<file path="config.mk">
export PLATFORM = sky130hd
export DESIGN_NAME = ptc_mul64
export DESIGN_NICKNAME = d
export VERILOG_FILES = /design/src/rtl/ptc_pkg.sv /design/src/rtl/ptc_mul64.sv
export SDC_FILE = /design/constraint.sdc
export NUM_CORES = 2
export LEC_CHECK = 0
export BUFFER_PORTS_ARGS = -buffer_cell sky130_fd_sc_hd__buf_4
export CAP_MARGIN = 20
export CELL_PAD_IN_SITES_DETAIL_PLACEMENT = 0
export CELL_PAD_IN_SITES_GLOBAL_PLACEMENT = 1
export CORE_MARGIN = 1.5
export CORE_UTILIZATION = 54
export CTS_BUF_LIST = sky130_fd_sc_hd__clkbuf_8
export CTS_CLUSTER_SIZE = 8
export DETAILED_ROUTE_END_ITERATION = 10
export GPL_TIMING_DRIVEN = 0
export HOLD_SLACK_MARGIN = 0.02
export PLACE_DENSITY_LB_ADDON = 0.1
export SLEW_MARGIN = 30
export SYNTH_ARGS = -nofsm -noshare
export SYNTH_HDL_FRONTEND = slang
export SYNTH_SLANG_ARGS = --single-unit
</file>
<file path="constraint.sdc">
create_clock -name clock -period 11.6 [get_ports clock]
set_input_delay 0 -clock clock [delete_from_list [all_inputs] [get_ports clock]]
set_output_delay 0 -clock clock [all_outputs]
set_load 0.01 [all_outputs]
</file>
<file path="src/rtl/ptc_pkg.sv">
// Shared types and constants for the pressure/temperature compensation block.
// Used by every module of the block; depends on nothing else.
`timescale 1ns / 1ps

package ptc_pkg;

   // Compensation constants
   localparam int unsigned FINE_OFFSET = 128000;
   localparam int unsigned PRESS_FULL  = 1048576;
   localparam int unsigned DIV_SCALE   = 3125;
   localparam int unsigned ROUND_HALF  = 128;

   // One restoring step per quotient bit
   localparam int unsigned DIV_STAGES  = 64;

   // Configuration register indexes
   typedef enum logic [1:0] {
      CSR_TEMP_COEFFS  = 2'd0,
      CSR_PRESS_A      = 2'd1,
      CSR_PRESS_B      = 2'd2,
      CSR_PRESS_LAST   = 2'd3
   } csr_index_type;

   // Per-item data that rides alongside the divider
   typedef struct packed {
      logic [23:0] temp_centi;
      logic        invalid;
   } ptc_side_type;

endpackage

</file>
<file path="src/rtl/ptc_mul64.sv">
// Two-stage multiplier: low 64 bits of a 64-bit word times a signed 17-bit value.
// Split into two 32x17 partial products; uses ptc_pkg for house conventions.
`timescale 1ns / 1ps

module ptc_mul64
   import ptc_pkg::*;
(
   input  logic               clock,
   input  logic               en,
   input  logic [63:0]        op_a,
   input  logic signed [16:0] op_b,
   output logic [63:0]        prod
);

   logic signed [49:0] lo_in;
   logic signed [49:0] lo_ff;
   logic signed [48:0] hi_full;
   logic [31:0]        hi_in;
   logic [31:0]        hi_ff;
   logic [63:0]        prod_in;
   logic [63:0]        prod_ff;

   // Partial products: low half unsigned, high half only needs 32 bits
   always_comb begin
      lo_in   = $signed({1'b0, op_a[31:0]}) * op_b;
      hi_full = $signed(op_a[63:32]) * op_b;
      hi_in   = hi_full[31:0];
   end

   // Recombine modulo 2^64
   assign prod_in = {{14{lo_ff[49]}}, lo_ff} + {hi_ff, 32'h0};

   always_ff @(posedge clock) begin
      if (en) begin
         lo_ff   <= lo_in;
         hi_ff   <= hi_in;
         prod_ff <= prod_in;
      end
   end

   assign prod = prod_ff;

endmodule

</file>
==> impl_metrics.csv <==
group,metric,value,unit
die,ios,147,
die,core-area,64810,sq um
detailed_routing,drc,0,
yosys,yosys_warnings,0,
die,initial_core_util,54.90,%
critical_path,reg2reg_to,"prod[62]$_DFFE_PP_",
global_route,grt_pass1_vias,26740,
critical_path,arrival,8270,ps
clock_tree,clk_pin_slew,70,ps
timing,slew_headroom,25.09,%
detailed_routing,drt_wl_total,103700,microns
detailed_routing,viasPerCell,5.403,
global_route,grt-ovfl-total,0,
flow_run,max-cap-violations,0,
yosys,synth_edf_count,146,
critical_path,worstPathMaxFanout,10,
timing,worstMarginPinSlew,1124,ps
placed_design,dp.final_hpwl,86320,microns
finish,area_delta_synth_final,7.447,%
hold_path,whs_path_depth,3,
timing,slew_violations,0,
clock_tree,clockBufferDepth,2,
finish,nNetsFinal,5054,
yosys,ys.flop_type,"edfxtp_1",
global_route,antenna_found_initial,9,
finish,layout-drive-gt1-share,5.014,%
global_route,track_usage,32.13,%
yosys,synth_seq_cells,146,
timing,tns,0,ps
critical_path,reg2regPathDepth,13,
clock_tree,cts_tree,"yes",
global_route,grt_max_degree,94,
yosys,synth_area_leader_cell,"fa_1",
yosys,syn-mean-instance-area,9.464,sq um
clock_tree,clockRootBuffer,"clkbuf_8",
placed_design,pre_cts_ws,3217,ps
outcome,status,"finished clean",
die,die_area,67440,sq um
clock_tree,clock_sinks,146,
timing,holdWs,80.10,ps
yosys,yosysUniqueCellTypes,62,
yosys,synth_nets,4896,
detailed_routing,antenna_left,0,
yosys,syn_area,35580,sq um
clock_tree,htree_num_levels,4,
yosys,yosysTopAreaCellShare,43.26,%
die,dieWidth,259.7,microns
clock_tree,cts_buffers,17,
die,num_rows,93,
yosys,synth-seq-area-share,12.32,%
critical_path,critPathLaunchType,"primary input",
placed_design,place_congestion,0.9598,
critical_path,r2r-start,"lo_ff[32]$_DFFE_PP_",
critical_path,cp-end-kind,"register",
timing,timing.fmax,0.1236,GHz
hold_path,min_path_type,"in2reg",
detailed_routing,detail_route.iter0.violations,2040,
clock_tree,clock_latency,480,ps
yosys,async_reset_ff_share,0,%
global_route,grt_pass1_wl,159800,microns
detailed_routing,route.vias.total,25870,
timing,post-route-period-util,69.77,%
die,die_h,259.7,microns
yosys,synth_cells,3760,
critical_path,cp.required,11770,ps
timing,fin_ws,3507,ps
timing,period_minus_slack,8093,ps
hold_path,min_from,"op_a[33]",
timing,setup_viol,0,
timing,final-hold-violation-count,0,
critical_path,criticalPathCategory,"in2reg",
critical_path,ff2ff_setup_slack,8100,ps
yosys,synth.area.top_cells,"fa_1 (43%), edfxtp_1 (12%), ha_1 (10%)",
placed_design,io_buffers,134,
timing,rsz0062_at_grt,"no",
detailed_routing,drt_first_pass_iters,5,
hold_path,hold_end,"hi_ff[1]$_DFFE_PP_",
detailed_routing,wl_per_cell,21.66,microns
timing,fin_skew,21.63,ps
==> registers in the layout, summed over array words and instances (netlist names) <==
register and count:
hi_ff 32, lo_ff 50, prod 64
==> critical path, cell delays in order <==
cell       delay [ps]
clkbuf_1          480
clkbuf_1          550
clkbuf_1          830
nand2_1           160
fa_1              520
fa_1              510
fa_1              520
inv_1              50
fa_1              460
fa_1              510
inv_1              50
fa_1              480
inv_1              40
ha_1              260
clkbuf_2          170
nand2_1            70
o21ai_0           120
o41ai_1           470
o22ai_1           150
a311oi_2          670
a31oi_1           250
nor2_1            240
o2111ai_1         160
a21oi_1           200
xnor2_1           330
==> synth_stat cells (3+ instances only) <==
master	n
inv_1	869
o21a_1	13
and3_1	11
o211ai_1	6
nand2_1	564
xor2_1	26
nand3_1	26
nor3b_1	3
o21bai_1	20
nor2_1	76
nor2b_1	14
nor3_1	8
o21ai_0	52
nand2b_1	31
o31a_1	4
edfxtp_1	146
a31oi_1	9
xnor2_1	100
clkbuf_1	163
a21boi_0	4
fa_1	769
or3_1	3
a21oi_1	75
nand4_1	6
a21o_1	31
and2_1	391
ha_1	284
o2111ai_1	3
a211oi_1	15
==> logic make-up (layout without fill, tap and decap cells) <==
family / count (synthesis) / count (layout) / synth area share (%)
simple gates: 1138 / 1138 / 15.41
fa+ha+maj: 1053 / 1053 / 53.25
buf+inv: 1034 / 1203 / 10.93
compound gates: 263 / 263 / 4.983
flops: 146 / 146 / 12.32
xor+xnor: 126 / 126 / 3.101
other cells: 0 / 5 / 0
==> stage by stage <==
| stage | cells | utilization, % | cell area [sq um] |
|---|---|---|---|
| 2_1_floorplan | 3760 | - | 35580 |
| 3_3_place_gp | 4749 | 58.10 | 37660 |
| 3_5_place_dp | 4751 | 58.20 | 37720 |
| 4_1_cts | 4784 | 58.96 | 38220 |
| 5_1_grt | 4785 | 58.97 | 38220 |
| 6_report | 4789 | 58.99 | 38230 |
==> repair_timing <==
item	CTS	global route
resized for setup	0	0
hold endpoints to repair	55	0
buffers inserted	0	0
hold buffers	3	0
==> layout make-up <==
class	instances	area [sq um]
Antenna cell	5	12.51
Buffer	165	643.1
Clock buffer	17	234.0
Clock inverter	13	232.7
Fill cell	5893	26580
Inverter	869	3262
Multi-Input combinational cell	2580	27310
Sequential cell	146	4384
Tap cell	855	1070
Timing Repair Buffer	139	1086
==> metal layers <==
metal  routed length (microns)  up-vias  track usage (%)
li1                          -    11470                -
met1                     45440    13270            47.12
met2                     46640     1007            50.01
met3                      9366      122            5.458
met4                      2267        0            7.510
met5                         0        -                0
==> worst max-delay path by stage <==
stage	from	end	slack (ps)
after global placement	op_b[4]	lo_ff[48]$_DFFE_PP_	3200
after CTS	op_b[4]	lo_ff[48]$_DFFE_PP_	3700
final	op_b[4]	lo_ff[48]$_DFFE_PP_	3510
after global routing	op_b[4]	lo_ff[48]$_DFFE_PP_	3250
after detailed placement	op_b[4]	lo_ff[48]$_DFFE_PP_	3220
after floorplan	op_b[4]	lo_ff[48]$_DFFE_PP_	5490
==> cell usage in the layout (no fill, tap or decap), types with 17 or more instances in the layout <==
master / n
a21o_1: 31
fa_1: 769
clkbuf_1: 151
nand2_1: 564
edfxtp_1: 146
inv_1: 869
nand2b_1: 31
buf_4: 133
ha_1: 284
clkbuf_8: 17
xnor2_1: 100
nor2_1: 76
o21bai_1: 20
nand3_1: 26
a21oi_1: 75
xor2_1: 26
and2_1: 391
o21ai_0: 52
Power is not shown: default switching activity piles up to over one toggle a cycle in this logic, so the estimate is an artifact.
